<file path="src/sv/hak_pkg.sv">
// Shared types and constants of the HID array key diff block.
// Used by the front part, the back part and the top level; depends on nothing.
`default_nettype none

package hak_pkg;

  // Width of one array slot value and of a usage index.
  localparam int unsigned VALUE_W = 16;

  // Width of the slot count register.
  localparam int unsigned SLOT_CNT_W = 3;

  // Configuration register indexes.
  localparam logic [1:0] REG_LOGICAL_MIN = 2'd0;
  localparam logic [1:0] REG_LOGICAL_MAX = 2'd1;
  localparam logic [1:0] REG_USAGE_COUNT = 2'd2;
  localparam logic [1:0] REG_SLOT_COUNT  = 2'd3;

  // Kind of one result item.
  typedef enum logic [1:0] {
    EV_RELEASE = 2'd0,
    EV_PRESS   = 2'd1,
    EV_SYNC    = 2'd2
  } event_kind_t;

  // One result item as it sits in the result queue.
  typedef struct packed {
    event_kind_t          kind;
    logic [VALUE_W-1:0]   usage_offset;
    logic                 end_of_run;
  } result_t;

  // Range settings that decide whether a value names a usage.
  typedef struct packed {
    logic signed [VALUE_W-1:0] logical_min;
    logic signed [VALUE_W-1:0] logical_max;
    logic [VALUE_W-1:0]        usage_count;
  } range_cfg_t;

endpackage

`default_nettype wire

</file>
<file path="src/sv/hak_fifo.sv">
// Small register-based queue used between the front and back parts and
// in front of the result ports. Depends on nothing.
`default_nettype none

module hak_fifo #(
  parameter int unsigned WIDTH = 8,
  parameter int unsigned DEPTH = 2
) (
  input  wire logic             clk,
  input  wire logic             rst,
  input  wire logic             push,
  input  wire logic [WIDTH-1:0] push_data,
  output logic                  full,
  input  wire logic             pop,
  output logic [WIDTH-1:0]      pop_data,
  output logic                  empty
);

  localparam int unsigned PW = (DEPTH > 1) ? $clog2(DEPTH) : 1;
  localparam int unsigned NW = $clog2(DEPTH + 1);

  logic [WIDTH-1:0] mem [DEPTH];
  logic [PW-1:0]    wr_ptr;
  logic [PW-1:0]    rd_ptr;
  logic [NW-1:0]    fill;
  logic             do_push;
  logic             do_pop;

  assign full     = (fill == NW'(DEPTH));
  assign empty    = (fill == '0);
  assign do_push  = push && !full;
  assign do_pop   = pop && !empty;
  assign pop_data = mem[rd_ptr];

  // Pointers and fill level.
  always_ff @(posedge clk) begin
    if (rst) begin
      wr_ptr <= '0;
      rd_ptr <= '0;
      fill   <= '0;
    end else begin
      if (do_push) begin
        wr_ptr <= (wr_ptr == PW'(DEPTH - 1)) ? '0 : wr_ptr + PW'(1);
      end
      if (do_pop) begin
        rd_ptr <= (rd_ptr == PW'(DEPTH - 1)) ? '0 : rd_ptr + PW'(1);
      end
      if (do_push && !do_pop) begin
        fill <= fill + NW'(1);
      end else if (do_pop && !do_push) begin
        fill <= fill - NW'(1);
      end
    end
  end

  // Storage needs no reset.
  always_ff @(posedge clk) begin
    if (do_push) begin
      mem[wr_ptr] <= push_data;
    end
  end

endmodule

`default_nettype wire

</file>
<file path="src/sv/hak_front.sv">
// Front part: accepts slot items, decides which slot each one fills and
// hands a command to the back part. Depends on hak_pkg.
`default_nettype none

module hak_front #(
  parameter int unsigned MAX_SLOTS = 6
) (
  input  wire logic                               clk,
  input  wire logic                               rst,
  input  wire logic                               push,
  input  wire logic signed [hak_pkg::VALUE_W-1:0] slot_value,
  input  wire logic                               last,
  input  wire logic [$clog2(MAX_SLOTS+1)-1:0]     active_slots,
  input  wire logic                               cmd_full,
  output logic                                    cmd_push,
  output logic [hak_pkg::VALUE_W+2+$clog2(MAX_SLOTS+1)-1:0] cmd_data
);

  localparam int unsigned CW = $clog2(MAX_SLOTS + 1);

  logic [CW-1:0] load_position;
  logic          slot_free;

  // A slot is taken only while the report still has room for it.
  assign slot_free = (load_position < active_slots);
  assign cmd_push  = push && !cmd_full;
  assign cmd_data  = {slot_value, last, slot_free, load_position};

  // Load position advances per stored slot and restarts after last.
  always_ff @(posedge clk) begin
    if (rst) begin
      load_position <= '0;
    end else if (cmd_push) begin
      if (last) begin
        load_position <= '0;
      end else if (slot_free) begin
        load_position <= load_position + CW'(1);
      end
    end
  end

endmodule

`default_nettype wire

</file>
<file path="src/sv/hak_back.sv">
// Back part: stores slot commands, and on the last slot walks the slots,
// checks validity and presence, and queues release, press and sync items.
// Depends on hak_pkg.
`default_nettype none

module hak_back #(
  parameter int unsigned MAX_SLOTS = 6
) (
  input  wire logic                           clk,
  input  wire logic                           rst,
  input  wire hak_pkg::range_cfg_t            range_cfg,
  input  wire logic [$clog2(MAX_SLOTS+1)-1:0] active_slots,
  input  wire logic                           cmd_empty,
  input  wire logic [hak_pkg::VALUE_W+2+$clog2(MAX_SLOTS+1)-1:0] cmd_data,
  output logic                                cmd_pop,
  input  wire logic                           out_full,
  output logic                                out_push,
  output hak_pkg::result_t                    out_item
);

  localparam int unsigned VW = hak_pkg::VALUE_W;
  localparam int unsigned CW = $clog2(MAX_SLOTS + 1);
  localparam int unsigned IW = (MAX_SLOTS > 1) ? $clog2(MAX_SLOTS) : 1;

  typedef enum logic [4:0] {
    ST_LOAD = 5'b00001,
    ST_CMP  = 5'b00010,
    ST_REL  = 5'b00100,
    ST_PRS  = 5'b01000,
    ST_SYNC = 5'b10000
  } state_t;

  state_t        state;
  logic [VW-1:0] previous_keys [MAX_SLOTS];
  logic [VW-1:0] incoming_keys [MAX_SLOTS];
  logic [CW-1:0] slot;
  logic          rel_hit;
  logic          prs_hit;
  logic [VW-1:0] rel_off;
  logic [VW-1:0] prs_off;

  // Command fields.
  logic [VW-1:0] cmd_value;
  logic          cmd_last;
  logic          cmd_write;
  logic [CW-1:0] cmd_pos;
  logic [CW-1:0] cmd_next_pos;

  assign {cmd_value, cmd_last, cmd_write, cmd_pos} = cmd_data;
  assign cmd_next_pos = cmd_write ? cmd_pos + CW'(1) : cmd_pos;
  assign cmd_pop      = (state == ST_LOAD) && !cmd_empty;

  // Validity check: min <= v <= max and v - min below the usage count.
  function automatic logic value_valid(input logic [VW-1:0] raw,
                                       input hak_pkg::range_cfg_t cfg);
    logic [VW:0] diff;
    logic        le;
    diff = {raw[VW-1], raw} - {cfg.logical_min[VW-1], cfg.logical_min};
    le   = ($signed(raw) <= cfg.logical_max);
    return !diff[VW] && le && (diff[VW-1:0] < cfg.usage_count);
  endfunction

  // Slot compare: both values of the current slot against the other list.
  logic [VW-1:0] old_v;
  logic [VW-1:0] new_v;
  logic          old_in_new;
  logic          new_in_old;

  always_comb begin
    old_v      = previous_keys[slot[IW-1:0]];
    new_v      = incoming_keys[slot[IW-1:0]];
    old_in_new = 1'b0;
    new_in_old = 1'b0;
    for (int i = 0; i < MAX_SLOTS; i++) begin
      if (CW'(i) < active_slots) begin
        old_in_new = old_in_new | (incoming_keys[i] == old_v);
        new_in_old = new_in_old | (previous_keys[i] == new_v);
      end
    end
  end

  // Result item offered to the result queue in each emitting state.
  always_comb begin
    out_push = 1'b0;
    out_item = '{kind: hak_pkg::EV_SYNC, usage_offset: '0, end_of_run: 1'b1};
    unique case (state)
      ST_REL: begin
        out_push = rel_hit && !out_full;
        out_item = '{kind: hak_pkg::EV_RELEASE, usage_offset: rel_off,
                     end_of_run: 1'b0};
      end
      ST_PRS: begin
        out_push = prs_hit && !out_full;
        out_item = '{kind: hak_pkg::EV_PRESS, usage_offset: prs_off,
                     end_of_run: 1'b0};
      end
      ST_SYNC: begin
        out_push = !out_full;
      end
      ST_LOAD, ST_CMP: begin
        out_push = 1'b0;
      end
      default: begin
        out_push = 1'b0;
      end
    endcase
  end

  // Sequencer and previous list.
  always_ff @(posedge clk) begin
    if (rst) begin
      state <= ST_LOAD;
      slot  <= '0;
      for (int i = 0; i < MAX_SLOTS; i++) begin
        previous_keys[i] <= '0;
      end
    end else begin
      unique case (state)
        ST_LOAD: begin
          if (cmd_pop && cmd_last) begin
            slot  <= '0;
            state <= (active_slots == '0) ? ST_SYNC : ST_CMP;
          end
        end
        ST_CMP: begin
          state <= ST_REL;
        end
        ST_REL: begin
          if (!rel_hit || !out_full) begin
            state <= ST_PRS;
          end
        end
        ST_PRS: begin
          if (!prs_hit || !out_full) begin
            if (slot + CW'(1) == active_slots) begin
              state <= ST_SYNC;
            end else begin
              slot  <= slot + CW'(1);
              state <= ST_CMP;
            end
          end
        end
        ST_SYNC: begin
          if (!out_full) begin
            for (int i = 0; i < MAX_SLOTS; i++) begin
              if (CW'(i) < active_slots) begin
                previous_keys[i] <= incoming_keys[i];
              end
            end
            state <= ST_LOAD;
          end
        end
        default: begin
          state <= ST_LOAD;
        end
      endcase
    end
  end

  // Compare flags and offsets of the current slot.
  always_ff @(posedge clk) begin
    if (state == ST_CMP) begin
      rel_hit <= value_valid(old_v, range_cfg) && !old_in_new;
      prs_hit <= value_valid(new_v, range_cfg) && !new_in_old;
      rel_off <= old_v - range_cfg.logical_min;
      prs_off <= new_v - range_cfg.logical_min;
    end
  end

  // Incoming list: slot writes, and zero fill of missing slots on last.
  always_ff @(posedge clk) begin
    if (cmd_pop) begin
      for (int i = 0; i < MAX_SLOTS; i++) begin
        if (cmd_write && (CW'(i) == cmd_pos)) begin
          incoming_keys[i] <= cmd_value;
        end else if (cmd_last && (CW'(i) >= cmd_next_pos) &&
                     (CW'(i) < active_slots)) begin
          incoming_keys[i] <= '0;
        end
      end
    end
  end

endmodule

`default_nettype wire

</file>
<file path="src/sv/hid_array_key_diff.sv">
// Top level of the HID array key diff block: configuration registers,
// front part, command queue, back part and result queue.
// Depends on hak_pkg, hak_fifo, hak_front and hak_back.
`default_nettype none

// The slot values of one report enter one per item; the item with last set
// closes the report. For a closing item the back part's slot sequencer
// compares each slot against both lists and then offers its release and
// its press; stalls on the result side hold it. A two-entry command queue
// lets the next report start to load while the previous one is still
// compared, and a two-entry result queue holds finished items until they
// are popped. Each report yields releases and presses in slot order and
// then one sync item with end_of_run set. Slot counts above MAX_SLOTS act
// as MAX_SLOTS.

module hid_array_key_diff #(
  parameter int unsigned MAX_SLOTS = 6
) (
  input  wire logic                               clk,
  input  wire logic                               rst,
  input  wire logic                               push,
  output logic                                    full,
  input  wire logic signed [hak_pkg::VALUE_W-1:0] slot_value,
  input  wire logic                               last,
  output logic                                    empty,
  input  wire logic                               pop,
  output logic [1:0]                              event_kind,
  output logic [hak_pkg::VALUE_W-1:0]             usage_offset,
  output logic                                    end_of_run,
  input  wire logic                               wr_en,
  input  wire logic [1:0]                         wr_index,
  input  wire logic [hak_pkg::VALUE_W-1:0]        wr_data
);

  localparam int unsigned CW    = $clog2(MAX_SLOTS + 1);
  localparam int unsigned CMD_W = hak_pkg::VALUE_W + 2 + CW;
  localparam int unsigned RES_W = $bits(hak_pkg::result_t);

  hak_pkg::range_cfg_t              range_cfg;
  logic [hak_pkg::SLOT_CNT_W-1:0]   slot_count;
  logic [CW-1:0]                    active_slots;

  // Configuration registers.
  always_ff @(posedge clk) begin
    if (rst) begin
      range_cfg.logical_min <= 16'sd0;
      range_cfg.logical_max <= 16'sd255;
      range_cfg.usage_count <= 16'd256;
      slot_count            <= 3'd6;
    end else if (wr_en) begin
      unique case (wr_index)
        hak_pkg::REG_LOGICAL_MIN: range_cfg.logical_min <= wr_data;
        hak_pkg::REG_LOGICAL_MAX: range_cfg.logical_max <= wr_data;
        hak_pkg::REG_USAGE_COUNT: range_cfg.usage_count <= wr_data;
        hak_pkg::REG_SLOT_COUNT:  slot_count <= wr_data[hak_pkg::SLOT_CNT_W-1:0];
        default: begin
        end
      endcase
    end
  end

  // Slot count saturated to the storage depth.
  assign active_slots = (32'(slot_count) > MAX_SLOTS) ? CW'(MAX_SLOTS) : CW'(slot_count);

  logic             cmd_push;
  logic [CMD_W-1:0] cmd_wdata;
  logic             cmd_full;
  logic             cmd_pop;
  logic [CMD_W-1:0] cmd_rdata;
  logic             cmd_empty;

  hak_front #(.MAX_SLOTS(MAX_SLOTS)) u_front (
    .clk          (clk),
    .rst          (rst),
    .push         (push),
    .slot_value   (slot_value),
    .last         (last),
    .active_slots (active_slots),
    .cmd_full     (cmd_full),
    .cmd_push     (cmd_push),
    .cmd_data     (cmd_wdata)
  );

  assign full = cmd_full;

  hak_fifo #(.WIDTH(CMD_W), .DEPTH(2)) u_cmd_q (
    .clk       (clk),
    .rst       (rst),
    .push      (cmd_push),
    .push_data (cmd_wdata),
    .full      (cmd_full),
    .pop       (cmd_pop),
    .pop_data  (cmd_rdata),
    .empty     (cmd_empty)
  );

  logic             res_push;
  hak_pkg::result_t res_item;
  logic             res_full;
  hak_pkg::result_t res_head;
  logic [RES_W-1:0] res_head_bits;

  hak_back #(.MAX_SLOTS(MAX_SLOTS)) u_back (
    .clk          (clk),
    .rst          (rst),
    .range_cfg    (range_cfg),
    .active_slots (active_slots),
    .cmd_empty    (cmd_empty),
    .cmd_data     (cmd_rdata),
    .cmd_pop      (cmd_pop),
    .out_full     (res_full),
    .out_push     (res_push),
    .out_item     (res_item)
  );

  hak_fifo #(.WIDTH(RES_W), .DEPTH(2)) u_res_q (
    .clk       (clk),
    .rst       (rst),
    .push      (res_push),
    .push_data (res_item),
    .full      (res_full),
    .pop       (pop),
    .pop_data  (res_head_bits),
    .empty     (empty)
  );

  // Result ports show the oldest queued item.
  assign res_head     = hak_pkg::result_t'(res_head_bits);
  assign event_kind   = res_head.kind;
  assign usage_offset = res_head.usage_offset;
  assign end_of_run   = res_head.end_of_run;

endmodule

`default_nettype wire

</file>
<file path="config.mk">
export PLATFORM = sky130hd
export DESIGN_NAME = hid_array_key_diff
export DESIGN_NICKNAME = d
export VERILOG_FILES = /design/src/sv/hak_pkg.sv /design/src/sv/hak_fifo.sv /design/src/sv/hak_front.sv /design/src/sv/hak_back.sv /design/src/sv/hid_array_key_diff.sv
export SDC_FILE = /design/constraint.sdc
export NUM_CORES = 1
export LEC_CHECK = 0
export BUFFER_PORTS_ARGS = -buffer_cell sky130_fd_sc_hd__clkbuf_2
export CAP_MARGIN = 20
export CORE_MARGIN = 2
export CORE_UTILIZATION = 53
export CTS_CLUSTER_DIAMETER = 150
export CTS_CLUSTER_SIZE = 30
export DETAILED_ROUTE_END_ITERATION = 8
export PLACE_DENSITY = 0.77
export SYNTH_ARGS = -nofsm -noshare
export SYNTH_HDL_FRONTEND = slang
export SYNTH_HIERARCHICAL = 1
export SYNTH_SLANG_ARGS = --single-unit
export TNS_END_PERCENT = 30
</file>
<file path="constraint.sdc">
create_clock -name clk -period 14.83 [get_ports clk]
set_input_delay 0.7415 -clock clk [delete_from_list [all_inputs] [get_ports clk]]
set_output_delay 0.7415 -clock clk [all_outputs]
set_load 0.02 [all_outputs]
</file>
-- Yosys cells after proc, flatten, opt, wreduce, memory -nomap -nowiden
Memories as Yosys holds them, arrays and structs flattened. A register that Yosys moved wholly into a read port is not among the register bits.
Cells that the tools add are included.
- output and inout port bits: 21
- bits in read-only memories: 0
- bits in latches: 0
- flip-flop bits (word level): 104
- input bits: 40
- word-level logic and storage cells: 313
- memories: 4
- bits in writable memories: 272
- eq/ne operators: 33
- multiplexer cells: 135
- bitwise gates (word level): 22
- shift operators: 0
- $add $sub $neg: 15
- reduce and logical (&&, ||, !) cells: 69
- $mul: 0
- magnitude comparators: 18
- divide/modulo/power cells: 0
- memories (memory ; depth ; bits a word ; rd ports ; clocked after Yosys merged registers in ; wr ports ; line ; source):
    u_back.incoming_keys ; 6 ; 16 ; 7 ; 1 ; 6 ; hak_back.sv:35 ; logic [VW-1:0] incoming_keys [MAX_SLOTS];
    u_back.previous_keys ; 6 ; 16 ; 7 ; 1 ; 6 ; hak_back.sv:34 ; logic [VW-1:0] previous_keys [MAX_SLOTS];
    u_cmd_q.mem ; 2 ; 21 ; 1 ; 1 ; 1 ; hak_fifo.sv:22 ; logic [WIDTH-1:0] mem [DEPTH];
    u_res_q.mem ; 2 ; 19 ; 1 ; 1 ; 1 ; hak_fifo.sv:22 ;
- operators with widths (cell ; number):
    $eq 16x16->1 ; 12
    $mux 16 ; 12
    $mux 1 ; 98
    $pmux 19 s2 ; 1
    $logic_and 1x1->1 ; 37
    $sub 16x16->17 ; 2
    $mux 3 ; 11
    $le 16x16->1 ; 2
    $lt 16x16->1 ; 2
    $sub 16x16->16 ; 2
    $mux 5 ; 6
    $pmux 5 s5 ; 1
    $or 1x1->1 ; 22
    $logic_not 1->1 ; 14
    $reduce_and 2->1 ; 5
    $add 3x1->3 const B ; 3
    $eq 2x2->1 const B ; 4
    $mux 2 ; 4
    $reduce_and 4->1 ; 2
    $reduce_bool 2->1 ; 4
    $eq 2x3->1 const A ; 2
    $eq 3x3->1 const A ; 2
    $ge 1x3->1 const A ; 2
    $ge 2x3->1 const A ; 2
    24 further kinds ; 40

-- Logic depth before layout (Yosys ltp)
- depth in word-level cells: 16
- mapped depth: 24
- mapped depth without buffers: 22

-- By module
The synthesis kept the hierarchy.
- modules (own cells, without submodules) (module ; cells each ; times used ; area an instance (um^2)):
    hak_back ; 1711 ; 1 ; 17639.4
    hid_array_key_diff ; 200 ; 1 ; 2097.0
    hak_fifo (u_cmd_q) ; 90 ; 1 ; 1725.4
    hak_fifo (u_res_q) ; 84 ; 1 ; 1585.3
    hak_front ; 47 ; 1 ; 385.4

-- Worst setup path after synthesis
Ideal clock, no wire load.
- path type: reg2reg
- from: register (tool-made name)
- to: register u_back.prs_hit (data pin)
- stages on the path, launching flop included: 23
- path slack: 9553 ps
- arrival: 5107 ps
- path through: dfxtp_1 -> inv_1 -> buf_2 -> buf_2 -> buf_2 -> buf_1 -> buf_2 -> o21ai_0 -> fa_1 -> a211oi_1 -> nor2_1 -> or3_1 -> a31oi_1 -> a21oi_1 -> a21o_1 -> a21o_1 -> xor2_1 -> ha_1 -> a21o_1 -> a221oi_1 -> o41ai_1 -> or4_1 -> nor4_2
- RTL lines (item ; line ; source):
    end signal, assigned ; hak_back.sv:164 ; prs_hit <= value_valid(new_v, range_cfg) && !new_in_old;
    end, declared ; hak_back.sv:38 ; logic prs_hit;

==> results_dict.tcl <==
set metrics [dict create \
    yosysWarnings 6 \
    syn_avg_cell_area_um2 11.0 \
    grt_max_degree 86 \
    cp.required_ns 15.27 \
    synth_cells 2132 \
    track_usage 0.354 \
    drive_gt1_frac 0.118 \
    hold_viol_final 0 \
    setup_ws_ns 8.22 \
    powerDensity_mw_per_mm2 133 \
    nNetsFinal 2293 \
    clkLatencyLatePin_ns 0.57 \
    final_cell_mix "290 x edfxtp_1, 151 x xnor2_1, 118 x mux2i_1" \
    first_global_vias 17200 \
    num_rows 77 \
    synth.area.top_cells "edfxtp_1 37%, dfxtp_1 7.8%, ha_1 5.8%" \
    syn-num-nets 2282 \
    cts_setup_buffers 0 \
    cts_tree "done" \
    seq_power_share 0.487 \
    ant_nets 0 \
    design_area_mm2 0.0247 \
    synth_top_area_share 0.372 \
    routed_via_density 6.35 \
    syn_area_mm2 0.0234 \
    min_period_ns 6.61 \
    min_period_over_period 0.446 \
    post-synth-top-area-cell "edfxtp_1" \
    overflow 0 \
    routed_wl_mm 82.4 \
    io_buffers 60 \
    combPwrFrac 0.337 \
    cp-end-kind "register" \
    cts-hold-fix-buffers 0 \
    power_uw 3270 \
    synthToLayoutAreaGrowth_pct 5.34 \
    dr.pass1.iters 6 \
    p_int_uw 2010 \
    core_mm2 0.0439 \
    slowest_delay_ns 0.67 \
    irDropWorstVdd_mv 0.138 \
    cts_resized 0 \
    postPlaceCellArea_mm2 0.0242 \
    die_area_mm2 0.0459 \
    dp_worst_setup_slack_ns 8.40 \
    rsz0062_at_grt "no" \
    total_leakage_power_uw 0.00910 \
    p_clk_frac 0.176 \
    path_cells "buf_4 -> mux2i_1 -> mux2_2 -> nor2_1 -> nor2_1 -> inv_1 -> ha_1 -> nor2b_1 -> o21ai_0 -> nand2b_1 -> nand3_1 -> a31oi_1 -> a41oi_1 -> a21oi_1 -> a21oi_1 -> xnor2_1 -> ha_1 -> a21o_1 -> a21o_1 -> a221oi_1 -> o21ai_1 -> a211oi_1 -> and4_1" \
    die_y_um 214 \
    hpwl_mm 64.5 \
    gp_congestion 1.02 \
    initial_utilization 0.533 \
    max-cap-violations 0 \
    tightest_slew_ns 1.07 \
    finClkSkew_ns 0.0290 \
    fmax_mhz 151 \
    slew-limit-headroom 0.264 \
    cts_root_buf "clkbuf_16" \
    crit_slowest_cell "dfxtp_4" \
    cts_sinks 381 \
    drtIter0Drc 2050 \
    critical_path_class "reg2reg" \
    hp-class "in2reg" \
    cts_buffer_depth 3 \
    async_flop_share 0 \
    fp.dieW_um 214 \
    ios 61 \
    p_switching_uw 1260 \
    setup_viol 0 \
    wl_per_cell_um 30.0 \
    synth_ff_type "edfxtp_1" \
    num_vias 17500 \
    grt_pass1_wl_mm 119 \
    instances_no_fill 2748 \
    cts_inserted_buffers 16 \
    clkTransAtPathRegs_ns 0.13 \
    synth_edf_count 290 \
    drc 0 \
    final_common_cell "edfxtp_1" \
    htreeDepth 1 \
    power_switching_share 0.386 \
    seq_area_mm2 0.0105 \
    cp-start-kind "register" \
    seq_area_frac_synth 0.449 \
    worstPathArrival_ns 7.05 \
    crit_fanout 36 \
    slew_violations 0 \
    ys_ff_latch 381 \
    multi_input_area_mm2 0.0119 \
    dpl.cell_count 2716 \
    antenna_found_initial 6 \
    fillCellCount 3776 \
    ys_types 92 \
    status "finished clean" \
    fin_setup_tns_ns 0 \
]
## critical path, delay by kind of cell (launching register included)
| kind | cells | cell delay, ns |
|---|---|---|
| and+or+nand+nor | 6 | 1.14 |
| AOI/OAI and AO/OA | 10 | 2.18 |
| muxes | 2 | 0.89 |
| xor gates and xnor gates | 1 | 0.19 |
| DFF | 1 | 0.67 |
| buffers and inverters | 2 | 0.78 |
| adders and majority gates | 2 | 0.60 |
## power groups by stage
stage / logic (µW) / registers [µW] / clock network, µW
finish: 1100 / 1590 / 574
global route: 1190 / 1590 / 616
CTS: 1080 / 1570 / 581
detailed placement: 1080 / 1590 / 0
global placement: 1060 / 1590 / 0
floorplan: 770 / 1450 / 0
## area by class of cell
class | instances | share of cell area
Multi-Input combinational cell | 1542 | 0.482
Sequential cell | 381 | 0.427
Tap cell | 592 | 0.0300
Timing Repair Buffer | 97 | 0.0248
Clock buffer | 25 | 0.0185
Inverter | 105 | 0.0160
Clock inverter | 2 | 0.00152
Antenna cell | 4 | 0.000406
## synth_stat cells, types with 15 or more instances
| cell type | number |
|---|---|
| dfxtp_1 | 91 |
| nand4_1 | 27 |
| nor3_1 | 22 |
| xnor2_1 | 151 |
| and3_1 | 20 |
| nand2b_1 | 69 |
| clkbuf_1 | 41 |
| a22o_1 | 18 |
| buf_2 | 21 |
| a21oi_1 | 99 |
| mux2_2 | 70 |
| buf_4 | 22 |
| nor4_1 | 21 |
| mux2i_1 | 118 |
| a21o_1 | 28 |
| o22ai_1 | 15 |
| a211oi_1 | 16 |
| o21ai_0 | 65 |
| nor2_1 | 82 |
| ha_1 | 108 |
| inv_1 | 104 |
| nand3_1 | 19 |
| nor2b_1 | 72 |
| xor2_1 | 108 |
| and2_1 | 98 |
| edfxtp_1 | 290 |
| nand2_1 | 105 |
## layer usage
layer / part of all wire / global-route usage / vias up / routed length (µm)
met2: 0.43 / 0.535 / 974 / 35800
met1: 0.41 / 0.485 / 8603 / 33900
met4: 0.045 / 0.140 / 0 / 3690
met3: 0.11 / 0.0949 / 187 / 9060
li1: - / - / 7692 / -
met5: 0 / 0 / - / 0
## through the flow
stage | hold slack [ns] | utilization
after floorplan | 0.449 | -
after global placement | 0.459 | 0.550
after detailed placement | 0.466 | 0.550
after CTS | 0.357 | 0.561
after global routing | 0.350 | 0.562
final | 0.368 | 0.562
## registers in the layout (all words and copies together), names as in the netlist, named ones only
signal	cells
range_cfg	48
slot_count	3
u_back/incoming_keys	96
u_back/previous_keys	96
u_back/prs_hit	1
u_back/prs_off	16
u_back/rel_hit	1
u_back/rel_off	16
u_back/slot	3
u_back/state	5
u_cmd_q/fill	2
u_cmd_q/mem	42
u_cmd_q/rd_ptr	1
u_cmd_q/wr_ptr	1
u_front/load_position	3
u_res_q/fill	2
u_res_q/mem	38
u_res_q/rd_ptr	1
u_res_q/wr_ptr	1
## cell families after synthesis
| logic type | after synthesis | share of synthesized area |
|---|---|---|
| buf+inv | 209 | 0.0449 |
| fa+ha+maj | 110 | 0.0594 |
| simple gates | 584 | 0.137 |
| compound gates | 377 | 0.109 |
| mux | 211 | 0.103 |
| flops | 381 | 0.449 |
| xor+xnor | 260 | 0.0975 |
## final timing paths
kind | startpoint | endpoint | slack [ns] | cells after the start
worst max-delay path | register | u_back/rel_hit | 8.22 | 23
worst min-delay path | slot_value[2] | u_cmd_q/mem[0][7] | 0.37 | 1
worst max register to register | register | u_back/rel_hit | 8.22 | 23
worst min register to register | range_cfg[11] | range_cfg[11] | 0.48 | 2
No activity file was read; power rests on OpenSTA's default activity.
